==> src/sv/wdh_pkg.sv <==
// Shared codes, widths and limits for the weighted drop-head FIFO.
package wdh_pkg;

  localparam int KIND_W   = 3;
  localparam int OUT_ID_W = 16;
  localparam int OUT_WT_W = 16;
  localparam int TOTAL_W  = 20;
  localparam int COUNT_W  = 5;
  localparam int CFG_W    = 20;

  localparam logic [TOTAL_W-1:0] TOTAL_MAX = 20'hFFFFF;
  localparam logic [COUNT_W-1:0] COUNT_MAX = 5'd31;

  typedef enum logic [1:0] {
    CMD_ADD    = 2'd0,
    CMD_DEPART = 2'd1,
    CMD_FIND   = 2'd2
  } cmd_t;

  typedef enum logic [KIND_W-1:0] {
    KIND_DEPARTED = 3'd0,
    KIND_ADDED    = 3'd1,
    KIND_FULL     = 3'd2,
    KIND_EMPTY    = 3'd3,
    KIND_HIT      = 3'd4,
    KIND_MISS     = 3'd5
  } kind_t;

  // configuration register indexes
  localparam logic CFG_AUTO_EN = 1'b0;
  localparam logic CFG_LIMIT   = 1'b1;

endpackage

==> src/sv/wdh_ram.sv <==
// Generic single-write, single-read RAM with registered read data.
module wdh_ram #(
  parameter int WIDTH = 32,
  parameter int DEPTH = 16
) (
  input  logic                     clk,
  input  logic                     we,
  input  logic [$clog2(DEPTH)-1:0] waddr,
  input  logic [WIDTH-1:0]         wdata,
  input  logic                     re,
  input  logic [$clog2(DEPTH)-1:0] raddr,
  output logic [WIDTH-1:0]         rdata
);

  logic [WIDTH-1:0] mem [DEPTH];

  always_ff @(posedge clk) begin
    if (we) begin
      mem[waddr] <= wdata;
    end
    if (re) begin
      rdata <= mem[raddr];
    end
  end

endmodule

==> src/sv/weighted_drop_head_fifo.sv <==
// Weighted drop-head FIFO: entries of id and weight held in one RAM, with a running weight total.
// One command is worked at a time. An add first lets auto-dispatch evict entries from the front
// while the new weight would take the total over the limit. A depart reads the head entry, or
// reports empty on an empty store. A find compares entries from the head until one hits or all
// are compared. Every entry read goes through the single registered read port of the entry RAM.
// A result waits while the output register still holds one not yet taken by out_ready. Results
// leave through one output register, so the next command is taken while the last result still
// waits for out_ready. Commands with code 3 are dropped without a result. total_weight saturates at
// 1048575 and entry_count at 31.
module weighted_drop_head_fifo
  import wdh_pkg::*;
#(
  parameter int QUEUE_DEPTH = 16,
  parameter int ID_BITS     = 16,
  parameter int WEIGHT_BITS = 16
) (
  input  logic                   clk,
  input  logic                   rst,
  // configuration
  input  logic                   cfg_we,
  input  logic                   cfg_index,
  input  logic [CFG_W-1:0]       cfg_data,
  // commands
  input  logic                   in_valid,
  output logic                   in_ready,
  input  logic [1:0]             cmd,
  input  logic [ID_BITS-1:0]     item_id,
  input  logic [WEIGHT_BITS-1:0] item_weight,
  // results
  output logic                   out_valid,
  input  logic                   out_ready,
  output logic [KIND_W-1:0]      kind,
  output logic [OUT_ID_W-1:0]    out_id,
  output logic [OUT_WT_W-1:0]    out_weight,
  output logic [TOTAL_W-1:0]     total_weight,
  output logic [COUNT_W-1:0]     entry_count,
  output logic                   last
);

  localparam int PTR_BITS   = $clog2(QUEUE_DEPTH);
  localparam int CNT_BITS   = $clog2(QUEUE_DEPTH + 1);
  localparam int SUM_BITS   = WEIGHT_BITS + CNT_BITS;
  localparam int CMP_BITS   = (SUM_BITS + 1 > TOTAL_W + 1) ? SUM_BITS + 1 : TOTAL_W + 1;
  localparam int CCMP_BITS  = (CNT_BITS > COUNT_W) ? CNT_BITS : COUNT_W;
  localparam int ENTRY_BITS = ID_BITS + WEIGHT_BITS;

  typedef enum logic [5:0] {
    ST_IDLE     = 6'b000001,
    ST_ADD      = 6'b000010,
    ST_DEP      = 6'b000100,
    ST_POP      = 6'b001000,
    ST_FIND_RD  = 6'b010000,
    ST_FIND_CHK = 6'b100000
  } state_t;

  function automatic logic [PTR_BITS-1:0] next_slot(input logic [PTR_BITS-1:0] p);
    return (p == PTR_BITS'(QUEUE_DEPTH - 1)) ? '0 : p + PTR_BITS'(1);
  endfunction

  state_t                  state, state_next;
  logic                    auto_en;
  logic [TOTAL_W-1:0]      limit;
  logic [ID_BITS-1:0]      key_id;
  logic [WEIGHT_BITS-1:0]  add_wt;
  logic                    evicting, evicting_next;
  logic [PTR_BITS-1:0]     head, head_next;
  logic [PTR_BITS-1:0]     tail, tail_next;
  logic [PTR_BITS-1:0]     fptr, fptr_next;
  logic [CNT_BITS-1:0]     count, count_next;
  logic [CNT_BITS-1:0]     scan_idx, scan_idx_next;
  logic [SUM_BITS-1:0]     sum, sum_next;

  logic                    ram_we, ram_re;
  logic [PTR_BITS-1:0]     ram_waddr, ram_raddr;
  logic [ENTRY_BITS-1:0]   ram_rdata;
  logic [ID_BITS-1:0]      rd_id;
  logic [WEIGHT_BITS-1:0]  rd_wt;

  logic                    emit_ok, emit, emit_last;
  kind_t                   emit_kind;
  logic [ID_BITS-1:0]      emit_id;
  logic [WEIGHT_BITS-1:0]  emit_wt;
  logic                    over_limit;
  logic [CMP_BITS-1:0]     sum_wide;
  logic [CCMP_BITS-1:0]    count_wide;

  wdh_ram #(
    .WIDTH(ENTRY_BITS),
    .DEPTH(QUEUE_DEPTH)
  ) u_entries (
    .clk  (clk),
    .we   (ram_we),
    .waddr(ram_waddr),
    .wdata({key_id, add_wt}),
    .re   (ram_re),
    .raddr(ram_raddr),
    .rdata(ram_rdata)
  );

  assign rd_id = ram_rdata[ENTRY_BITS-1 -: ID_BITS];
  assign rd_wt = ram_rdata[WEIGHT_BITS-1:0];

  assign in_ready   = (state == ST_IDLE);
  assign emit_ok    = !out_valid || out_ready;
  assign ram_waddr  = tail;
  assign over_limit = (CMP_BITS'(sum) + CMP_BITS'(add_wt)) > CMP_BITS'(limit);

  always_comb begin
    state_next    = state;
    evicting_next = evicting;
    head_next     = head;
    tail_next     = tail;
    fptr_next     = fptr;
    count_next    = count;
    scan_idx_next = scan_idx;
    sum_next      = sum;
    ram_we        = 1'b0;
    ram_re        = 1'b0;
    ram_raddr     = head;
    emit          = 1'b0;
    emit_last     = 1'b1;
    emit_kind     = KIND_MISS;
    emit_id       = '0;
    emit_wt       = '0;
    unique case (state)
      ST_IDLE: begin
        if (in_valid) begin
          case (cmd_t'(cmd))
            CMD_ADD:    state_next = ST_ADD;
            CMD_DEPART: state_next = ST_DEP;
            CMD_FIND: begin
              fptr_next     = head;
              scan_idx_next = '0;
              state_next    = ST_FIND_RD;
            end
            default: state_next = ST_IDLE;
          endcase
        end
      end
      ST_ADD: begin
        if (auto_en && count != '0 && over_limit) begin
          ram_re        = 1'b1;
          evicting_next = 1'b1;
          state_next    = ST_POP;
        end else if (emit_ok) begin
          emit       = 1'b1;
          state_next = ST_IDLE;
          if (count == CNT_BITS'(QUEUE_DEPTH)) begin
            emit_kind = KIND_FULL;
          end else begin
            emit_kind  = KIND_ADDED;
            emit_id    = key_id;
            emit_wt    = add_wt;
            ram_we     = 1'b1;
            tail_next  = next_slot(tail);
            count_next = count + CNT_BITS'(1);
            sum_next   = sum + SUM_BITS'(add_wt);
          end
        end
      end
      ST_DEP: begin
        if (count == '0) begin
          if (emit_ok) begin
            emit       = 1'b1;
            emit_kind  = KIND_EMPTY;
            state_next = ST_IDLE;
          end
        end else begin
          ram_re        = 1'b1;
          evicting_next = 1'b0;
          state_next    = ST_POP;
        end
      end
      ST_POP: begin
        // head entry was read on the way into this state; rdata holds until the next read
        if (emit_ok) begin
          emit       = 1'b1;
          emit_kind  = KIND_DEPARTED;
          emit_id    = rd_id;
          emit_wt    = rd_wt;
          emit_last  = !evicting;
          sum_next   = (sum >= SUM_BITS'(rd_wt)) ? sum - SUM_BITS'(rd_wt) : '0;
          count_next = count - CNT_BITS'(1);
          head_next  = next_slot(head);
          state_next = evicting ? ST_ADD : ST_IDLE;
        end
      end
      ST_FIND_RD: begin
        if (scan_idx == count) begin
          if (emit_ok) begin
            emit       = 1'b1;
            emit_kind  = KIND_MISS;
            state_next = ST_IDLE;
          end
        end else begin
          ram_re     = 1'b1;
          ram_raddr  = fptr;
          state_next = ST_FIND_CHK;
        end
      end
      ST_FIND_CHK: begin
        if (rd_id == key_id) begin
          if (emit_ok) begin
            emit       = 1'b1;
            emit_kind  = KIND_HIT;
            emit_id    = rd_id;
            emit_wt    = rd_wt;
            state_next = ST_IDLE;
          end
        end else begin
          fptr_next     = next_slot(fptr);
          scan_idx_next = scan_idx + CNT_BITS'(1);
          state_next    = ST_FIND_RD;
        end
      end
      default: state_next = ST_IDLE;
    endcase
  end

  // reported totals are those after this result, saturated to the field widths
  assign sum_wide   = CMP_BITS'(sum_next);
  assign count_wide = CCMP_BITS'(count_next);

  always_ff @(posedge clk) begin
    if (rst) begin
      state     <= ST_IDLE;
      evicting  <= 1'b0;
      head      <= '0;
      tail      <= '0;
      fptr      <= '0;
      count     <= '0;
      scan_idx  <= '0;
      sum       <= '0;
      auto_en   <= 1'b0;
      limit     <= TOTAL_MAX;
      out_valid <= 1'b0;
    end else begin
      state    <= state_next;
      evicting <= evicting_next;
      head     <= head_next;
      tail     <= tail_next;
      fptr     <= fptr_next;
      count    <= count_next;
      scan_idx <= scan_idx_next;
      sum      <= sum_next;
      if (cfg_we) begin
        unique case (cfg_index)
          CFG_AUTO_EN: auto_en <= cfg_data[0];
          CFG_LIMIT:   limit   <= cfg_data[TOTAL_W-1:0];
          default:     auto_en <= auto_en;
        endcase
      end
      if (emit) begin
        out_valid <= 1'b1;
      end else if (out_ready) begin
        out_valid <= 1'b0;
      end
    end
  end

  always_ff @(posedge clk) begin
    if (in_valid && in_ready) begin
      key_id <= item_id;
      add_wt <= item_weight;
    end
    if (emit) begin
      kind         <= emit_kind;
      out_id       <= OUT_ID_W'(emit_id);
      out_weight   <= OUT_WT_W'(emit_wt);
      total_weight <= (sum_wide > CMP_BITS'(TOTAL_MAX)) ? TOTAL_MAX : sum_wide[TOTAL_W-1:0];
      entry_count  <= (count_wide > CCMP_BITS'(COUNT_MAX)) ? COUNT_MAX
                                                            : count_wide[COUNT_W-1:0];
      last         <= emit_last;
    end
  end

  a_count_bound: assert property (@(posedge clk) disable iff (rst)
    count <= CNT_BITS'(QUEUE_DEPTH))
    else $error("entry count above depth");

  a_empty_no_weight: assert property (@(posedge clk) disable iff (rst)
    count == '0 |-> sum == '0)
    else $error("empty queue carries weight");

  a_ptrs_meet: assert property (@(posedge clk) disable iff (rst)
    (count == '0 || count == CNT_BITS'(QUEUE_DEPTH)) |-> head == tail)
    else $error("head and tail disagree with count");

  a_no_write_full: assert property (@(posedge clk) disable iff (rst)
    ram_we |-> count < CNT_BITS'(QUEUE_DEPTH) && !ram_re)
    else $error("write to a full store or overlapping a read");

  a_emit_free: assert property (@(posedge clk) disable iff (rst)
    out_valid && !out_ready |=> !$past(emit))
    else $error("result written over a pending transfer");

endmodule

==> config.mk <==
export PLATFORM = sky130hd
export DESIGN_NAME = weighted_drop_head_fifo
export DESIGN_NICKNAME = d
export VERILOG_FILES = /design/src/sv/wdh_pkg.sv /design/src/sv/wdh_ram.sv /design/src/sv/weighted_drop_head_fifo.sv
export SDC_FILE = /design/constraint.sdc
export NUM_CORES = 1
export LEC_CHECK = 0
export ABC_CLOCK_PERIOD_IN_PS = 9650
export BUFFER_PORTS_ARGS = -buffer_cell sky130_fd_sc_hd__buf_2
export CORE_AREA = 4 4 225 227
export CTS_CLUSTER_SIZE = 40
export DETAILED_ROUTE_END_ITERATION = 12
export DIE_AREA = 0 0 229 231
export PLACE_DENSITY = 0.83
export SYNTH_ARGS = -nofsm -noshare
export SYNTH_HDL_FRONTEND = slang
export SYNTH_SLANG_ARGS = --single-unit
==> constraint.sdc <==
create_clock -name clk -period 9.65 [get_ports clk]
set_input_delay 0.965 -clock clk [delete_from_list [all_inputs] [get_ports clk]]
set_output_delay 0.965 -clock clk [all_outputs]
set_load 0.02 [all_outputs]
* Word-level counts from Yosys, hierarchy flattened *
Memory sizes are Yosys's and may differ from the RTL's. A register that Yosys moved wholly into a read port is not among the register bits.
Index checks and enable logic that the tools add are counted.
W data, S select, Z words.

word-level totals
  bits in registers = 165
  bits in writable memories = 512
  output and inout port bits = 63
  logic and storage cells = 151
  memories kept = 1

memory list
  name           words  width  read ports  clocked after memory_dff  write ports  line           source
  u_entries.mem  16     32     1           1                         1            wdh_ram.sv:15  logic [WIDTH-1:0] mem [DEPTH];

operators by class
  add/subtract/negate cells = 9
  order comparisons = 4
  equality and inequality tests = 20
  muxes and demuxes = 76
  bitwise operators = 3
  reduce and logical (&&, ||, !) cells = 19

operators with widths
  cell                    count
  $mux W16                10
  $mux W21                5
  $pmux W16 S3            2
  $mux W6                 7
  $pmux W21 S2            1
  $pmux W6 S6             1
  $mux W5                 7
  $mux W4                 8
  $add A21 B16 Y22        1
  $gt A22 B20 Y1          1
  $add A21 B16 Y21        1
  $ge A21 B16 Y1          1
  $gt A21 B20 Y1 const B  1
  $sub A21 B16 Y21        1
  $mux W1                 20
  $pmux W5 S2             2
  $eq A16 B16 Y1          1
  $mux W3                 5
  $pmux W5 S3             1
  $add A4 B1 Y4 const B   3
  $eq A4 B4 Y1 const B    3
  $pmux W3 S4             1
  $add A5 B1 Y5 const B   2
  $ne A2 B2 Y1 const B    5
  other kinds (29)        41

* Longest topological paths before layout *
Gate-level depths: netlist of run 1.

  depth after elaboration = 7
  gate-level depth with buffers = 20

* Cells and area by module *
From an unflattened synthesis of run 1, not the netlist that was laid out.

unflattened totals
  cells, all modules = 1816
  area, all modules = 29537.1 µm²

modules (own cells, without submodules)
  module                   instances  cells an instance  area each (µm²)
  wdh_ram                  1          838                20156.8
  weighted_drop_head_fifo  1          978                9380.2

* Worst setup path before layout of run 1 *
Ideal clock, no wire load.

  kind = register to register
  start = register add_wt[0]
  end = register entry_count[0], enable pin
  data arrival time = 6923 ps
  required time = 9170 ps
  slack = 2247 ps
  cell stages (with the launch flop) = 20
  buffers on the path = 1
  period minus slack after synthesis = 7403 ps
  cells stage by stage = edfxtp_1 -> ha_1 -> fa_1 -> a211oi_1 -> nor2_1 -> o41ai_4 -> a21oi_1 -> a21oi_1 -> xnor2_1 -> ha_1 -> nand4_1 -> nor3_1 -> nor3b_1 -> a21oi_1 -> and3_1 -> a21o_1 -> buf_2 -> o21ai_0 -> nor2_1 -> nor2_1

on the way
  longest elaborated chain between the ends = 5

RTL lines
  what                    line                            source
  start, declared         weighted_drop_head_fifo.sv:64   logic [WEIGHT_BITS-1:0] add_wt;
  start signal, assigned  weighted_drop_head_fifo.sv:264  add_wt <= item_weight;
  $add A21 B16 Y22        weighted_drop_head_fifo.sv:106  assign over_limit = (CMP_BITS'(sum) + CMP_BITS'(add_wt)) > CMP_BITS'(limit);
  $gt A22 B20 Y1          weighted_drop_head_fifo.sv:106
  $logic_and A1 B1 Y1     weighted_drop_head_fifo.sv:141  if (auto_en && count != '0 && over_limit) begin
  $mux W1                 weighted_drop_head_fifo.sv:141
  $pmux W1 S5             weighted_drop_head_fifo.sv:125  unique case (state)
  via emit                weighted_drop_head_fifo.sv:79   logic emit_ok, emit, emit_last;
  end signal, assigned    weighted_drop_head_fifo.sv:271  entry_count <= (count_wide > CCMP_BITS'(COUNT_MAX)) ? COUNT_MAX
  end, declared           weighted_drop_head_fifo.sv:36   output logic [COUNT_W-1:0] entry_count,

The timed path passes the listed nets, and every way through them passes these cells.
A chain may end at the register's enable or synchronous reset.

* Final worst setup path of run 1 *
  start = register add_wt[0]
  end = register entry_count[1], enable pin

Same word-level chain as after synthesis.

==> results of run 1 <==
-- final cells by class --
class	instances	area, um^2
well taps	622	778
repair buffers	158	881
fillers	3012	15000
clock inverters	41	492
inverters	51	191
clock buffers	89	1920
flip-flops and latches	709	20600
multi-input cells	971	8790
-- power breakdown --
group | switching [mW] | internal [mW] | total [mW]
sequential | 0.0607 | 3.38 | 3.44
combinational | 0.0836 | 0.0493 | 0.133
clock | 1.19 | 1.67 | 2.86
total | 1.33 | 5.10 | 6.43
-- critical path: cells and delay by family (launching register included) --
family | cells | cell delay [ns]
fa+ha+maj | 3 | 1.10
simple gates | 7 | 1.90
xor+xnor | 1 | 0.13
flops | 1 | 0.62
buf+inv | 1 | 0.58
compound gates | 7 | 2.26
-- final timing paths --
path / to / from / slack, ns / cells after the start
min: limit[13]$_SDFFE_PP1P_ / limit[13]$_SDFFE_PP1P_ / 0.47 / 1
max: entry_count[1]$_SDFFCE_PN1P_ / add_wt[0]$_DFFE_PP_ / 2.58 / 19
max reg2reg: entry_count[1]$_SDFFCE_PN1P_ / add_wt[0]$_DFFE_PP_ / 2.58 / 19
min reg2reg: limit[13]$_SDFFE_PP1P_ / limit[13]$_SDFFE_PP1P_ / 0.47 / 1
-- per-stage QoR --
step	instance area, um^2	power (mW)
3_3_place_gp	31200	3.62
6_report	33600	6.43
5_1_grt	33600	6.62
2_1_floorplan	29800	3.56
4_1_cts	33600	6.45
3_5_place_dp	31200	3.63
-- flip-flops by register name (all words and copies together), names as in the netlist, 6 cells and up --
| signal | flops |
|---|---|
| out_weight | 16 |
| u_entries.rdata | 32 |
| u_entries.mem | 512 |
| state | 6 |
| add_wt | 16 |
| key_id | 16 |
| out_id | 16 |
| total_weight | 20 |
| limit | 20 |
| sum | 21 |
-- metal layers --
layer,routed length (um),vias to the layer above,part of all wire (%)
met2,38200,1228,50
met3,7290,199,9.6
met4,2700,0,3.5
met1,28000,8992,37
met5,0,-,0
li1,-,7567,-
-- cells by family after synthesis --
kind of cell,synth area share (%)
and+or+nand+nor,6.00
buffers and inverters,2.10
xor gates and xnor gates,1.65
AOI/OAI and AO/OA,8.56
adders and majority gates,2.70
DFF,69.0
muxes,9.98
-- cell usage in the layout (no fill, tap or decap), types with 10 or more instances in the layout --
master | Yosys | layout
a211o_1 | 25 | 25
xnor2_1 | 37 | 37
a22o_1 | 34 | 34
dfxtp_1 | 72 | 72
nand2b_1 | 10 | 10
nor3_1 | 27 | 23
buf_2 | 9 | 122
edfxtp_1 | 637 | 637
and3_1 | 27 | 27
nand4_1 | 16 | 16
clkbuf_16 | 0 | 74
a22oi_1 | 70 | 70
nor2_1 | 97 | 79
clkbuf_1 | 52 | 14
nor2_4 | 0 | 15
xor2_1 | 19 | 19
clkinv_2 | 0 | 13
a211oi_1 | 18 | 18
nand3_1 | 15 | 15
a21oi_1 | 68 | 68
buf_4 | 14 | 36
ha_1 | 61 | 61
inv_1 | 51 | 50
nand2_1 | 115 | 115
o21ai_0 | 26 | 26
mux4_2 | 128 | 128
nor2b_1 | 14 | 14
==> results_dict.tcl, run 1 <==
set metrics [dict create \
    synthCells 1820 \
    cts.sinks 709 \
    fin_tns_setup_ns 0 \
    synthTopCellsByArea "edfxtp_1, mux4_2, dfxtp_1" \
    setup_violations 0 \
    ys_ff_latch 709 \
    grt_util_met1_pct 38.2 \
    post-place-ws_ns 2.74 \
    post_cts_buffers 0 \
    fin_nets 2085 \
    crit_arrival_ns 7.30 \
    hpwl_um 42400 \
    clock_skew_ns 0.0371 \
    p_leak_nw 11.9 \
    grt_pass1_wl_um 114000 \
    vias_per_cell 6.81 \
    fin_util_pct 69.1 \
    syn_area_per_cell_um2 16.4 \
    ctsHtreeMaxLevel 3 \
    worstMarginPinSlew_ns 1.32 \
    fin_cells 2641 \
    power_density_nw_per_um2 191 \
    antenna_found_initial 0 \
    synthArstFlopShare_pct 0 \
    cp-end-kind "flop" \
    grtUsageTotal_pct 28.9 \
    synth.most_common_cell "edfxtp_1" \
    synth_top_flop_cell "edfxtp_1" \
    drc_errors 0 \
    met3_usage_pct 5.71 \
    synth_edf_count 637 \
    routed_wl_um 76200 \
    cp-start-kind "flop" \
    gr-usage-met2_pct 48.7 \
    syn_nets 1943 \
    tritoncts "built" \
    die_area_um2 52900 \
    chipWidth_um 229 \
    grt_setup_unrepaired "false" \
    status "completed" \
    synth_top_area_share_pct 64.2 \
    slew_viol_final 0 \
    netlist_area_um2 29800 \
    yosys_warnings 0 \
    hold_class "reg2reg" \
    synth_top_area_cell "edfxtp_1" \
    num_io_pins 123 \
    slowest_stage "nor2_4" \
    drive_above_1_share_pct 21.7 \
    cap_violations 0 \
    num_rows 81 \
    grt_pass1_vias 18171 \
    slew_headroom_pct 11.9 \
    cpMostUsedCell "a21oi_1" \
    port-buffer-count 122 \
    clk_latency_ns 0.62 \
    crit_chain "ha_1 > fa_1 > a211oi_1 > nor2_1 > o41ai_4 > a21oi_1 > a21oi_1 > xnor2_1 > ha_1 > nand4_1 > nor3_1 > nor3b_1 > a21oi_1 > and3_1 > a21o_1 > o21ai_0 > nor2_1 > nor2_4 > buf_4" \
    worst_slack_ns 2.58 \
    grt_most_used_layer "met2" \
    core_um2 48600 \
    gp_congestion 0.917 \
    clk_path_buf_depth 3 \
    max_freq_mhz 141 \
    area_delta_synth_final_pct 12.8 \
    cts_root_buf "clkbuf_16" \
    final.min_clock_period_ns 7.07 \
    hold_viol 0 \
    cp_data_required_time_ns 9.88 \
    ys_seq_area_share_pct 69.0 \
    ant_nets 0 \
    grt_start_max_net_pins 71 \
    finalCritPeriodShare_pct 73.3 \
    drt-pass1-iter-count 5 \
    hold_slack_ns 0.467 \
    wire_per_inst_um 28.9 \
    cts_hold_buf 0 \
    ctsResizeCount 0 \
    first_iter_violations 2161 \
    initial_core_util_pct 61.3 \
    vias 17986 \
    worstSetupPathType "reg2reg" \
    n_antenna_cell 0 \
    vdd_drop_max_mv 0.174 \
    yosys.cell_types.count 84 \
    synthTopCellsByCount "edfxtp_1, mux4_2, nand2_1" \
    overflow 0 \
    place_inst 2511 \
    path_clk_slew_ns 0.06 \
    die_y_um 231 \
    worst-path-max-fanout 39 \
    cpPeakStageDelay_ns 0.68 \
    cts_buffers 71 \
]
Power figures use the tool's default switching activity.
==> run 2, diff against run 1 <==
- ABC_CLOCK_PERIOD_IN_PS: 9650 -> 6980
- clock period: 9.65 -> 6.98 ns (I/O delays scaled with it)
==> results_dict.tcl, run 2 (synthesized netlist as in run 1, its figures left out) <==
set metrics [dict create \
    status "completed" \
    cts.sinks 709 \
    crit_arrival_ns 6.32 \
    wire_per_inst_um 28.8 \
    place_inst 2518 \
    drt-pass1-iter-count 5 \
    total_power_mw 8.68 \
    drc_errors 0 \
    cp_data_required_time_ns 7.22 \
    vdd_drop_max_mv 0.212 \
    vias_per_cell 6.77 \
    multi_input_area_um2 8820 \
    slew_headroom_pct 17.7 \
    num_rows 81 \
    p_leak_nw 11.8 \
    setup_violations 0 \
    worstMarginPinSlew_ns 1.22 \
    fillers 2964 \
    clock_skew_ns 0.0460 \
    top_register "u_entries.mem" \
    vias 17920 \
    area_delta_synth_final_pct 13.1 \
    grt_start_max_net_pins 129 \
    cpMostUsedCell "a21oi_1" \
    first_iter_violations 2273 \
    gp_congestion 0.949 \
    placed_cell_area_um2 31400 \
    layout_common_cells "edfxtp_1, mux4_2, buf_2, nand2_1, nor2_1" \
    grt_pass1_wl_um 114000 \
    cts_hold_buf 0 \
    slowest_stage "edfxtp_1" \
    grt_pass1_vias 17843 \
    die_area_um2 52900 \
    slew_viol_final 0 \
    power_density_nw_per_um2 258 \
    overflow 0 \
    die_y_um 231 \
    cap_violations 0 \
    clk_latency_ns 0.63 \
    grt_setup_unrepaired "false" \
    grtUsageTotal_pct 28.8 \
    final_common_cell "edfxtp_1" \
    cp-end-kind "flop" \
    ctsHtreeMaxLevel 3 \
    largest_reg_flops 512 \
    hold_slack_ns 0.246 \
    hold_class "in2reg" \
    tritoncts "built" \
    crit_chain "fa_1 > a211oi_1 > nor2_1 > o41ai_4 > a21oi_1 > a21oi_1 > xnor2_1 > ha_1 > nand4_1 > nor3_1 > nor3b_1 > a21oi_1 > and3_1 > a21oi_2 > buf_4 > nand3_1 > nor3_4 > buf_4" \
    ant_nets 0 \
    max_freq_mhz 165 \
    fin_cells 2647 \
    cpPeakStageDelay_ns 0.69 \
    initial_core_util_pct 61.3 \
    antenna_found_initial 3 \
    fin_tns_setup_ns 0 \
    cts_buffers 71 \
    cts_root_buf "clkbuf_16" \
    r2r_setup_slack_ns 0.90 \
    drive_above_1_share_pct 21.8 \
    core_um2 48600 \
    reg_top3 "u_entries.mem: 512 flops, u_entries.rdata: 32 flops, sum: 21 flops" \
    stdcell_area_um2 33700 \
    fin_util_pct 69.3 \
    num_io_pins 123 \
    fin_nets 2092 \
    hold_viol 0 \
    worst_slack_ns 0.904 \
    worstSetupPathType "reg2reg" \
    area.sequential_um2 20600 \
    chipWidth_um 229 \
    routed_wl_um 76200 \
    finalCritPeriodShare_pct 87.1 \
    cp-start-kind "flop" \
    clk_path_buf_depth 3 \
    hpwl_um 46800 \
    final.min_clock_period_ns 6.08 \
    n_antenna_cell 0 \
    post-place-ws_ns 0.994 \
    port-buffer-count 122 \
    worst-path-max-fanout 32 \
    path_clk_slew_ns 0.06 \
    post_cts_buffers 0 \
    ctsResizeCount 0 \
]
run 2: cell count changes in the layout (fill, tap and decap cells not counted), moves of 3 or more:
cell       delta
buf_4         -4
clkbuf_8      +3
clkbuf_16     -3
buf_12       +11
nor3_4        +4
clkinv_1      +4
bufinv_16     -5
nor3_2        -4
run 2: final timing paths:
path / startpoint / end / depth (start not counted)
max: add_wt[1]$_DFFE_PP_ / u_entries.mem[3][5]$_DFFE_PP_ / 18
min reg2reg: limit[6]$_SDFFE_PP1P_ / limit[6]$_SDFFE_PP1P_ / 1
max reg2reg: add_wt[1]$_DFFE_PP_ / u_entries.mem[3][5]$_DFFE_PP_ / 18
min: item_id[6] / key_id[6]$_DFFE_PP_ / 1
run 2: routing by layer:
layer  GRT usage (%)  wire (um)
met5               0         27
met2            48.0      37800
met3            5.43       7410
met1            39.2      28300
met4            9.36       2640
run 2: critical path: cells and delay by family (launching register included):
kind,cells,cell delay [ns]
compound gates,6,1.47
xor+xnor,1,0.13
fa+ha+maj,2,0.89
buf+inv,2,0.71
flops,1,0.69
simple gates,7,1.79
run 2: layout make-up:
cell class                 instances  area share (%)
clock buffer                      88            5.58
clock inverter                    41            1.17
inverter                          51           0.568
multi-input combinational        971            26.2
sequential                       709            61.0
tap                              622            2.31
timing repair buffer             165            3.18
run 2: where the power goes:
group | internal, mW | switching, mW | total, mW
clock | 2.09 | 1.63 | 3.72
sequential | 4.67 | 0.0809 | 4.75
combinational | 0.0721 | 0.138 | 0.210
total | 6.83 | 1.85 | 8.68
